[src/hdl/dcsk_pkg.sv]
package dcsk_pkg;
    localparam int MAX_HALF_LEN = 32;
    localparam int SAMPLE_WIDTH = 16;
    localparam int FRAC_BITS    = SAMPLE_WIDTH - 1;
    localparam int ADDR_W       = $clog2(MAX_HALF_LEN);
    localparam int CNT_W        = $clog2(MAX_HALF_LEN + 1);
    localparam int SUM_W        = SAMPLE_WIDTH + CNT_W;
    localparam int CFG_W        = 16;
    localparam int CFG_IDX_W    = 1;
    // centred chips need one bit above the sample width
    localparam int DW           = SAMPLE_WIDTH + 1;
    // divider numerator: a centred magnitude with the fraction bits below it
    localparam int DIV_NW       = DW + FRAC_BITS;

    localparam logic [CFG_IDX_W-1:0] REG_SEED     = 1'd0;
    localparam logic [CFG_IDX_W-1:0] REG_HALF_LEN = 1'd1;

    localparam logic signed [SAMPLE_WIDTH-1:0] Q_MAX = {1'b0, {(SAMPLE_WIDTH-1){1'b1}}};
    localparam logic signed [SAMPLE_WIDTH-1:0] Q_MIN = {1'b1, {(SAMPLE_WIDTH-1){1'b0}}};

    typedef enum logic [3:0] {
        S_IDLE,
        S_MAP,
        S_MEAN,
        S_CTR_RD,
        S_CTR_WR,
        S_SCL_RD,
        S_SCL_DIV,
        S_SCL_WR,
        S_LOAD,
        S_EMIT
    } t_state;

    // saturating negate
    function automatic logic signed [SAMPLE_WIDTH-1:0] neg_sat(
        input logic signed [SAMPLE_WIDTH-1:0] v);
        logic signed [SAMPLE_WIDTH-1:0] r;
        if (v == Q_MIN) r = Q_MAX;
        else            r = -v;
        return r;
    endfunction
endpackage

[src/hdl/dcsk_ram.sv]
module dcsk_ram #(
    parameter int WIDTH = 16,
    parameter int DEPTH = 32
) (
    input  logic                     i_clk,
    input  logic                     i_we,
    input  logic [$clog2(DEPTH)-1:0] i_waddr,
    input  logic [WIDTH-1:0]         i_wdata,
    input  logic [$clog2(DEPTH)-1:0] i_raddr,
    output logic [WIDTH-1:0]         o_rdata
);
    logic [WIDTH-1:0] r_mem [DEPTH];
    logic [WIDTH-1:0] r_rdata;

    always_ff @(posedge i_clk) begin
        if (i_we) r_mem[i_waddr] <= i_wdata;
        r_rdata <= r_mem[i_raddr];
    end
    assign o_rdata = r_rdata;
endmodule

[src/hdl/dcsk_div.sv]
// Restoring divider: quotient = num / den, one bit a cycle
module dcsk_div (
    input  logic                        i_clk,
    input  logic                        i_rst_n,
    input  logic                        i_start,
    input  logic [dcsk_pkg::DIV_NW-1:0] i_num,
    input  logic [dcsk_pkg::DW-1:0]     i_den,
    output logic                        o_done,
    output logic [dcsk_pkg::DW-1:0]     o_quot
);
    import dcsk_pkg::*;

    localparam int SW = $clog2(DIV_NW + 1);

    logic [DIV_NW-1:0] r_num, n_num;
    logic [DW:0]       r_rem, n_rem;
    logic [DW-1:0]     r_den;
    logic [DIV_NW-1:0] r_quot, n_quot;
    logic [SW-1:0]     r_cnt;
    logic              r_busy, r_done;
    logic [DW:0]       trial;

    always_comb begin
        trial  = {r_rem[DW-1:0], r_num[DIV_NW-1]};
        n_num  = {r_num[DIV_NW-2:0], 1'b0};
        if (trial >= {1'b0, r_den}) begin
            n_rem  = trial - {1'b0, r_den};
            n_quot = {r_quot[DIV_NW-2:0], 1'b1};
        end else begin
            n_rem  = trial;
            n_quot = {r_quot[DIV_NW-2:0], 1'b0};
        end
    end

    always_ff @(posedge i_clk) begin
        if (!i_rst_n) begin
            r_busy <= 1'b0;
            r_done <= 1'b0;
            r_cnt  <= '0;
        end else begin
            r_done <= 1'b0;
            if (i_start) begin
                r_busy <= 1'b1;
                r_cnt  <= SW'(DIV_NW);
            end else if (r_busy) begin
                r_cnt <= r_cnt - 1'b1;
                if (r_cnt == SW'(1)) begin
                    r_busy <= 1'b0;
                    r_done <= 1'b1;
                end
            end
        end
    end

    always_ff @(posedge i_clk) begin
        if (i_start) begin
            r_num  <= i_num;
            r_den  <= i_den;
            r_rem  <= '0;
            r_quot <= '0;
        end else if (r_busy) begin
            r_num  <= n_num;
            r_rem  <= n_rem;
            r_quot <= n_quot;
        end
    end

    // callers keep the quotient within 2^FRAC_BITS (mean or scaled chip)
    assign o_done = r_done;
    assign o_quot = r_quot[DW-1:0];
endmodule

[src/hdl/dcsk_chaotic_modulator_top.sv]
// DCSK modulator. After reset or any configuration write the first symbol
// first rebuilds the chip store for N chips, N being half_len clamped to
// 1..32: N map steps (one a cycle), a mean division on the bit-serial
// divider, a centring pass (a read and a write state per chip), a scaling
// pass (a read, a divide on the divider and a write per chip) and a load
// step to prime the memory read. Each symbol then streams 2*N samples, one
// per cycle while the output is not stalled, from the chip memory through an
// output register; no new request is taken while a symbol is in progress.
module dcsk_chaotic_modulator_top (
    input  logic                                  i_clk,
    input  logic                                  i_rst_n,
    input  logic                                  i_cfg_we,
    input  logic [dcsk_pkg::CFG_IDX_W-1:0]        i_cfg_idx,
    input  logic [dcsk_pkg::CFG_W-1:0]            i_cfg_data,
    input  logic                                  i_valid,
    output logic                                  o_ready,
    input  logic                                  i_symbol_bit,
    output logic                                  o_valid,
    input  logic                                  i_ready,
    output logic signed [dcsk_pkg::SAMPLE_WIDTH-1:0] o_sample,
    output logic                                  o_in_reference_half,
    output logic                                  o_last_of_symbol
);
    import dcsk_pkg::*;

    t_state r_state, n_state;
    logic signed [15:0]          r_seed;
    logic [5:0]                  r_half_len;
    logic                        r_store_valid;
    logic [CNT_W-1:0]            r_n;
    logic                        r_plus;
    logic [CNT_W-1:0]            r_i;
    logic [CNT_W:0]              r_k;
    logic signed [SAMPLE_WIDTH-1:0] r_x;
    logic signed [SUM_W-1:0]     r_sum;
    logic signed [SAMPLE_WIDTH-1:0] r_mean;
    logic [DW-1:0]               r_max;
    logic signed [DW-1:0]        r_d;

    // output register
    logic                        r_ovalid;
    logic signed [SAMPLE_WIDTH-1:0] r_osample;
    logic                        r_oref, r_olast;

    // memory
    logic                        mem_we;
    logic [ADDR_W-1:0]           mem_waddr, mem_raddr;
    logic [DW-1:0]               mem_wdata, mem_rdata;

    dcsk_ram #(.WIDTH(DW), .DEPTH(MAX_HALF_LEN)) u_ram (
        .i_clk   (i_clk),
        .i_we    (mem_we),
        .i_waddr (mem_waddr),
        .i_wdata (mem_wdata),
        .i_raddr (mem_raddr),
        .o_rdata (mem_rdata)
    );

    // divider, shared by mean and scaling
    logic              div_start, div_done;
    logic [DIV_NW-1:0] div_num;
    logic [DW-1:0]     div_den, div_q;
    dcsk_div u_div (
        .i_clk   (i_clk),
        .i_rst_n (i_rst_n),
        .i_start (div_start),
        .i_num   (div_num),
        .i_den   (div_den),
        .o_done  (div_done),
        .o_quot  (div_q)
    );

    // effective half length
    logic [CNT_W-1:0] eff_n;
    always_comb begin
        if (r_half_len == '0)                   eff_n = CNT_W'(1);
        else if (32'(r_half_len) > MAX_HALF_LEN) eff_n = CNT_W'(MAX_HALF_LEN);
        else                                    eff_n = CNT_W'(r_half_len);
    end

    // seed to Q1.F
    logic signed [SAMPLE_WIDTH-1:0] seed_q;
    always_comb begin
        if (FRAC_BITS >= 15) seed_q = SAMPLE_WIDTH'(32'(r_seed) <<< (FRAC_BITS - 15));
        else                 seed_q = SAMPLE_WIDTH'(32'(r_seed) >>> (15 - FRAC_BITS));
    end

    // map step
    logic [SAMPLE_WIDTH-1:0]     x_mag;
    logic [2*SAMPLE_WIDTH-1:0]   x_sq;
    logic [2*SAMPLE_WIDTH-1:0]   x_t;
    logic signed [2*SAMPLE_WIDTH+1:0] x_nxt_w;
    logic signed [SAMPLE_WIDTH-1:0]   x_nxt;
    always_comb begin
        x_mag   = r_x[SAMPLE_WIDTH-1] ? SAMPLE_WIDTH'(-r_x) : SAMPLE_WIDTH'(r_x);
        x_sq    = x_mag * x_mag;
        x_t     = (x_sq + (2*SAMPLE_WIDTH)'(1 << (FRAC_BITS - 2))) >> (FRAC_BITS - 1);
        x_nxt_w = (2*SAMPLE_WIDTH+2)'(1 << FRAC_BITS) - $signed({2'b00, x_t});
        if (x_nxt_w > (2*SAMPLE_WIDTH+2)'(Q_MAX))       x_nxt = Q_MAX;
        else if (x_nxt_w < -(2*SAMPLE_WIDTH+2)'(1 << FRAC_BITS)) x_nxt = Q_MIN;
        else                                            x_nxt = SAMPLE_WIDTH'(x_nxt_w);
    end

    // centred value and magnitudes
    logic signed [DW-1:0] d_cur;
    logic [DW-1:0]        d_mag, rd_mag;
    logic signed [SUM_W-1:0] sum_mag;
    always_comb begin
        d_cur  = $signed(mem_rdata) - DW'(r_mean);
        d_mag  = d_cur[DW-1] ? DW'(-d_cur) : DW'(d_cur);
        rd_mag = mem_rdata[DW-1] ? DW'(-$signed(mem_rdata)) : mem_rdata;
        sum_mag = r_sum[SUM_W-1] ? -r_sum : r_sum;
    end

    // scaled chip
    logic signed [SAMPLE_WIDTH-1:0] chip_q;
    always_comb begin
        if (r_max == '0)                           chip_q = '0;
        else if (div_q[DW-1:FRAC_BITS] != '0)      chip_q = r_d[DW-1] ? Q_MIN : Q_MAX;
        else if (r_d[DW-1])                        chip_q = -$signed({1'b0, div_q[FRAC_BITS-1:0]});
        else                                       chip_q = $signed({1'b0, div_q[FRAC_BITS-1:0]});
    end

    logic out_free;
    assign out_free = !r_ovalid || i_ready;

    // next state
    always_comb begin
        n_state = r_state;
        case (r_state)
            S_IDLE:    if (i_valid) n_state = r_store_valid ? S_EMIT : S_MAP;
            S_MAP:     if (r_i == r_n - 1'b1) n_state = S_MEAN;
            S_MEAN:    if (div_done) n_state = S_CTR_RD;
            S_CTR_RD:  n_state = S_CTR_WR;
            S_CTR_WR:  n_state = (r_i == r_n - 1'b1) ? S_SCL_RD : S_CTR_RD;
            S_SCL_RD:  n_state = S_SCL_DIV;
            S_SCL_DIV: if (div_done) n_state = S_SCL_WR;
            S_SCL_WR:  n_state = (r_i == r_n - 1'b1) ? S_LOAD : S_SCL_RD;
            S_LOAD:    n_state = S_EMIT;
            S_EMIT:    if (out_free && r_k == {r_n, 1'b0}) n_state = S_IDLE;
            default:   n_state = S_IDLE;
        endcase
    end

    // outputs of the sequencer
    logic emit_adv;
    always_comb begin
        mem_we    = 1'b0;
        mem_waddr = r_i[ADDR_W-1:0];
        mem_wdata = '0;
        mem_raddr = r_i[ADDR_W-1:0];
        div_start = 1'b0;
        div_num   = DIV_NW'(sum_mag);
        div_den   = DW'(r_n);
        emit_adv  = 1'b0;
        case (r_state)
            S_MAP: begin
                mem_we    = 1'b1;
                mem_wdata = DW'(x_nxt);
            end
            S_CTR_WR: begin
                mem_we    = 1'b1;
                mem_wdata = d_cur;
            end
            S_SCL_DIV: begin
                div_num   = {rd_mag, {FRAC_BITS{1'b0}}};
                div_den   = r_max;
            end
            S_SCL_WR: begin
                mem_we    = 1'b1;
                mem_wdata = DW'(chip_q);
                div_num   = {rd_mag, {FRAC_BITS{1'b0}}};
                div_den   = r_max;
            end
            S_EMIT: begin
                emit_adv  = out_free && (r_k != {r_n, 1'b0});
                mem_raddr = (r_k[CNT_W:0] >= {1'b0, r_n}) ?
                    ADDR_W'(r_k - {1'b0, r_n}) : ADDR_W'(r_k);
                if (out_free) begin
                    if (r_k + 1'b1 >= {1'b0, r_n})
                        mem_raddr = ADDR_W'(r_k + 1'b1 - {1'b0, r_n});
                    else
                        mem_raddr = ADDR_W'(r_k + 1'b1);
                end
            end
            default: ;
        endcase
        if (r_state == S_MEAN && r_i == '0 && !div_done && r_k == '0) div_start = 1'b1;
        if (r_state == S_SCL_RD) div_start = 1'b0;
        if (r_state == S_SCL_DIV && r_k == '0) div_start = 1'b1;
    end

    assign o_ready = (r_state == S_IDLE);

    // sequencer registers
    logic [CNT_W:0] emit_idx;
    always_ff @(posedge i_clk) begin
        if (!i_rst_n) begin
            r_state       <= S_IDLE;
            r_seed        <= 16'sd9830;
            r_half_len    <= 6'd16;
            r_store_valid <= 1'b0;
            r_ovalid      <= 1'b0;
            r_i           <= '0;
            r_k           <= '0;
        end else begin
            r_state <= n_state;
            if (i_cfg_we) begin
                case (i_cfg_idx)
                    REG_SEED: begin
                        r_seed        <= $signed(i_cfg_data[15:0]);
                        r_store_valid <= 1'b0;
                    end
                    REG_HALF_LEN: begin
                        r_half_len    <= i_cfg_data[5:0];
                        r_store_valid <= 1'b0;
                    end
                    default: ;
                endcase
            end
            // load on a new sample, drop once taken
            if (emit_adv)     r_ovalid <= 1'b1;
            else if (i_ready) r_ovalid <= 1'b0;
            case (r_state)
                S_IDLE: begin
                    r_i <= '0;
                    r_k <= '0;
                    if (i_valid) begin
                        r_plus <= i_symbol_bit;
                        r_n    <= eff_n;
                        r_x    <= seed_q;
                        r_sum  <= '0;
                        r_max  <= '0;
                    end
                end
                S_MAP: begin
                    r_x   <= x_nxt;
                    r_sum <= r_sum + SUM_W'(x_nxt);
                    r_i   <= (r_i == r_n - 1'b1) ? '0 : r_i + 1'b1;
                end
                S_MEAN: begin
                    if (div_done) begin
                        r_mean <= r_sum[SUM_W-1] ? -SAMPLE_WIDTH'(div_q) : SAMPLE_WIDTH'(div_q);
                        r_k    <= '0;
                    end else begin
                        r_k    <= (CNT_W+1)'(1);
                    end
                end
                S_CTR_WR: begin
                    if (d_mag > r_max) r_max <= d_mag;
                    r_i <= (r_i == r_n - 1'b1) ? '0 : r_i + 1'b1;
                end
                S_SCL_RD: r_k <= '0;
                S_SCL_DIV: begin
                    r_d <= $signed(mem_rdata);
                    r_k <= (CNT_W+1)'(1);
                end
                S_SCL_WR: begin
                    r_i <= (r_i == r_n - 1'b1) ? '0 : r_i + 1'b1;
                    if (r_i == r_n - 1'b1) begin
                        r_store_valid <= 1'b1;
                        r_k           <= '0;
                    end
                end
                S_EMIT: begin
                    if (emit_adv) begin
                        r_k <= r_k + 1'b1;
                    end
                end
                default: ;
            endcase
        end
    end

    // load output register from memory
    assign emit_idx = r_k;
    always_ff @(posedge i_clk) begin
        if (emit_adv) begin
            r_oref    <= emit_idx < {1'b0, r_n};
            r_olast   <= emit_idx == {r_n, 1'b0} - 1'b1;
            if (emit_idx >= {1'b0, r_n} && !r_plus)
                r_osample <= neg_sat($signed(mem_rdata[SAMPLE_WIDTH-1:0]));
            else
                r_osample <= $signed(mem_rdata[SAMPLE_WIDTH-1:0]);
        end
    end

    assign o_valid             = r_ovalid;
    assign o_sample            = r_osample;
    assign o_in_reference_half = r_oref;
    assign o_last_of_symbol    = r_olast;
endmodule

[config.mk]
export PLATFORM = sky130hd
export DESIGN_NAME = dcsk_chaotic_modulator_top
export DESIGN_NICKNAME = d
export VERILOG_FILES = /design/src/hdl/dcsk_pkg.sv /design/src/hdl/dcsk_ram.sv /design/src/hdl/dcsk_div.sv /design/src/hdl/dcsk_chaotic_modulator_top.sv
export SDC_FILE = /design/constraint.sdc
export NUM_CORES = 2
export LEC_CHECK = 0
export BUFFER_PORTS_ARGS = -buffer_cell sky130_fd_sc_hd__clkbuf_2
export CAP_MARGIN = 20
export CORE_MARGIN = 1.5
export CORE_UTILIZATION = 50
export DETAILED_ROUTE_END_ITERATION = 12
export GPL_TIMING_DRIVEN = 1
export PLACE_DENSITY = 0.66
export SYNTH_ARGS = -nofsm -noshare
export SYNTH_HDL_FRONTEND = slang
export SYNTH_SLANG_ARGS = --single-unit
[constraint.sdc]
create_clock -name i_clk -period 24 [get_ports i_clk]
set_input_delay 2.4 -clock i_clk [delete_from_list [all_inputs] [get_ports i_clk]]
set_output_delay 2.4 -clock i_clk [all_outputs]
set_load 0.01 [all_outputs]
==> run summary <==
commonest cells after routing, fill and taps aside - 876 x nand2_1, 690 x edfxtp_1, 368 x inv_1
Post-synth EDFFs - 690
Crit path arrival time - 14300 ps
dpl hpwl - 79.0 mm
WL final - 117 mm
maximum clock insertion buffer count - 3
pre-CTS setup slack - 10420 ps
vias - 32700
antenna violations before repair - 1
routability cong. - 0.926
Tcrit/Tclk final - 57.7%
# Post-CTS Setup Buffers - 0
Post-Synthesis Cells - 4457
vias in the first global route - 31200
Most used DFF post-synth - edfxtp_1
synth warn - 0
Final Skew - 40.0 ps
mapped cell area - 0.0455 mm^2
Core Footprint - 0.0900 mm^2
root buffer selected by CTS - clkbuf_16
Nets - 4850
Met1 Wirelength - 51.3 mm
first-pass GRT wire length - 181 mm
CTS sink count - 790
metal3 WL - 8.10 mm
final worst slack - 10160 ps
Antenna Violating Nets Remaining - 0
H-tree depth - 3
port bufs - 42
final hold vios - 0
Row Count - 110
WL/cell - 20.6 um
most common cell after layout, fill and taps aside - nand2_1
final core utilization - 55.4%
max_cap viols - 0
GRT Residual Overflow - 0
Starting Density - 50.5%
Seq cells post-synth - 790
final non-filler cell area - 0.0498 mm^2
actual slew at the worst max-slew pin - 1130 ps
number of I/O pins - 43
FFs w/ async S/R, synth - 0%
Placed Area - 0.0471 mm^2
TNS Setup - 0 ps
CP most frequent cell - fa_1
die height - 305 um
Hold Path Class - reg -> reg
RSZ-0062 raised after global routing - false
Final Critical Period - 13840 ps
die area - 0.0927 mm^2
Slew headroom - 24.9%
CTS buffer count - 81
DR DRC count - 0
Post-Synthesis Mean Instance Area - 10.2 um^2
share of cells above drive strength 1 - 7.06%
Worst Setup End Kind - flip-flop
Setup CP Type - reg -> reg
metal2 WL - 54.5 mm
DRT iter0 DRCs - 2954
DR pass1 iterations - 6
Area Growth Syn to Fin - 9.62%
CP Launch Type - flip-flop
Critical-path top delay cell - o31ai_2
Resized cells post-CTS - 0
overall routing resource usage - 25.1%
CTS clk-pin slew, worst paths - 60 ps
CP top delay family - adder cells
CP Max Fanout - 17
CP Buf/Inv Count - 6
Yosys cell types - 93
Inserted Diodes - 0
drt via density - 5.75
status - complete, no violations
Die W - 305 um
largest net degree at the start of global routing - 148
Slew Viols, Final - 0
slowest stage delay, CP - 850 ps
top routing layer in use - met4
Clock Latency Late Sink - 660 ps
data required time of the critical path - 24450 ps
final setup vio count - 0
Peak Freq - 72.2 MHz
CTS tree - done
cts hold-fix bufs - 0
register area share after synthesis - 50.0%
## through the flow
stage	hold WS, ps	cells
after CTS	470	5690
final	469	5695
after global placement	455	5539
after floorplan	440	4466
after detailed placement	457	5540
after global routing	500	5695
## cells by family after synthesis
logic type	Yosys count	synth area share, %
xor gates and xnor gates	181	3.55
buffers and inverters	595	5.01
AOI/OAI and AO/OA	731	10.3
and+or+nand+nor	1747	17.2
other	2	0.0165
muxes	36	0.812
DFF	790	50.0
adders and majority gates	375	13.1
## registers in the layout (all words and copies together), names as in the netlist, 17 cells and up
name / count
u_div.r_den: 17
u_div.r_quot: 17
u_ram.r_mem: 544
u_ram.o_rdata: 17
u_div.r_num: 32
u_div.r_rem: 17
r_sum: 22
r_max: 17
## final timing paths
| kind | slack [ps] | startpoint | to | depth (start not counted) |
|---|---|---|---|---|
| max | 10160 | r_x[0] | r_sum[20] | 42 |
| min | 470 | r_seed[9] | r_seed[9] | 2 |
| max reg2reg | 10160 | r_x[0] | r_sum[20] | 42 |
| min reg2reg | 470 | r_seed[9] | r_seed[9] | 2 |
## worst register-to-register path, delay by kind of cell, from the launching register on
family	cells	cell delay (ps)
AO/OA/AOI/OAI	15	4250
XOR/XNOR	1	540
buffers and inverters	6	1310
adder cells (fa/ha/maj)	10	4560
AND/OR/NAND/NOR	10	2590
flip-flops	1	440
## Yosys cell counts (32+ instances only)
library cell | n | share of area (%)
nand2_1 | 876 | 7.2
edfxtp_1 | 690 | 46
inv_1 | 369 | 3.0
nor2_1 | 293 | 2.4
a21oi_1 | 212 | 2.3
ha_1 | 204 | 5.6
nand3_1 | 202 | 2.2
clkbuf_1 | 192 | 1.6
fa_1 | 171 | 7.5
o21ai_0 | 162 | 1.8
xnor2_1 | 113 | 2.2
dfxtp_1 | 100 | 4.4
and3_1 | 90 | 1.2
xor2_1 | 66 | 1.3
nor3_1 | 58 | 0.64
a31oi_1 | 57 | 0.78
or3_1 | 45 | 0.62
a311oi_1 | 42 | 0.81
and2_1 | 38 | 0.52
a21boi_0 | 35 | 0.58
mux2i_1 | 32 | 0.70
## layout make-up
| cell class | instances | area (um^2) |
|---|---|---|
| Clock inverter | 46 | 479 |
| Sequential cell | 790 | 22700 |
| Timing Repair Buffer | 123 | 887 |
| Multi-Input combinational cell | 3081 | 20700 |
| Tap cell | 1176 | 1470 |
| Inverter | 375 | 1410 |
| Fill cell | 7813 | 40200 |
| Clock buffer | 104 | 2140 |
## per-layer routing
metal | track usage [%] | vias to the layer above
li1 | - | 15500
met1 | 35.7 | 15900
met2 | 40.0 | 1166
met3 | 3.50 | 176
met4 | 8.12 | 0
met5 | 0 | -
Power is left out: the tool's default activity adds up to more than one toggle a clock period on the data nets, which glitch-free logic cannot reach.
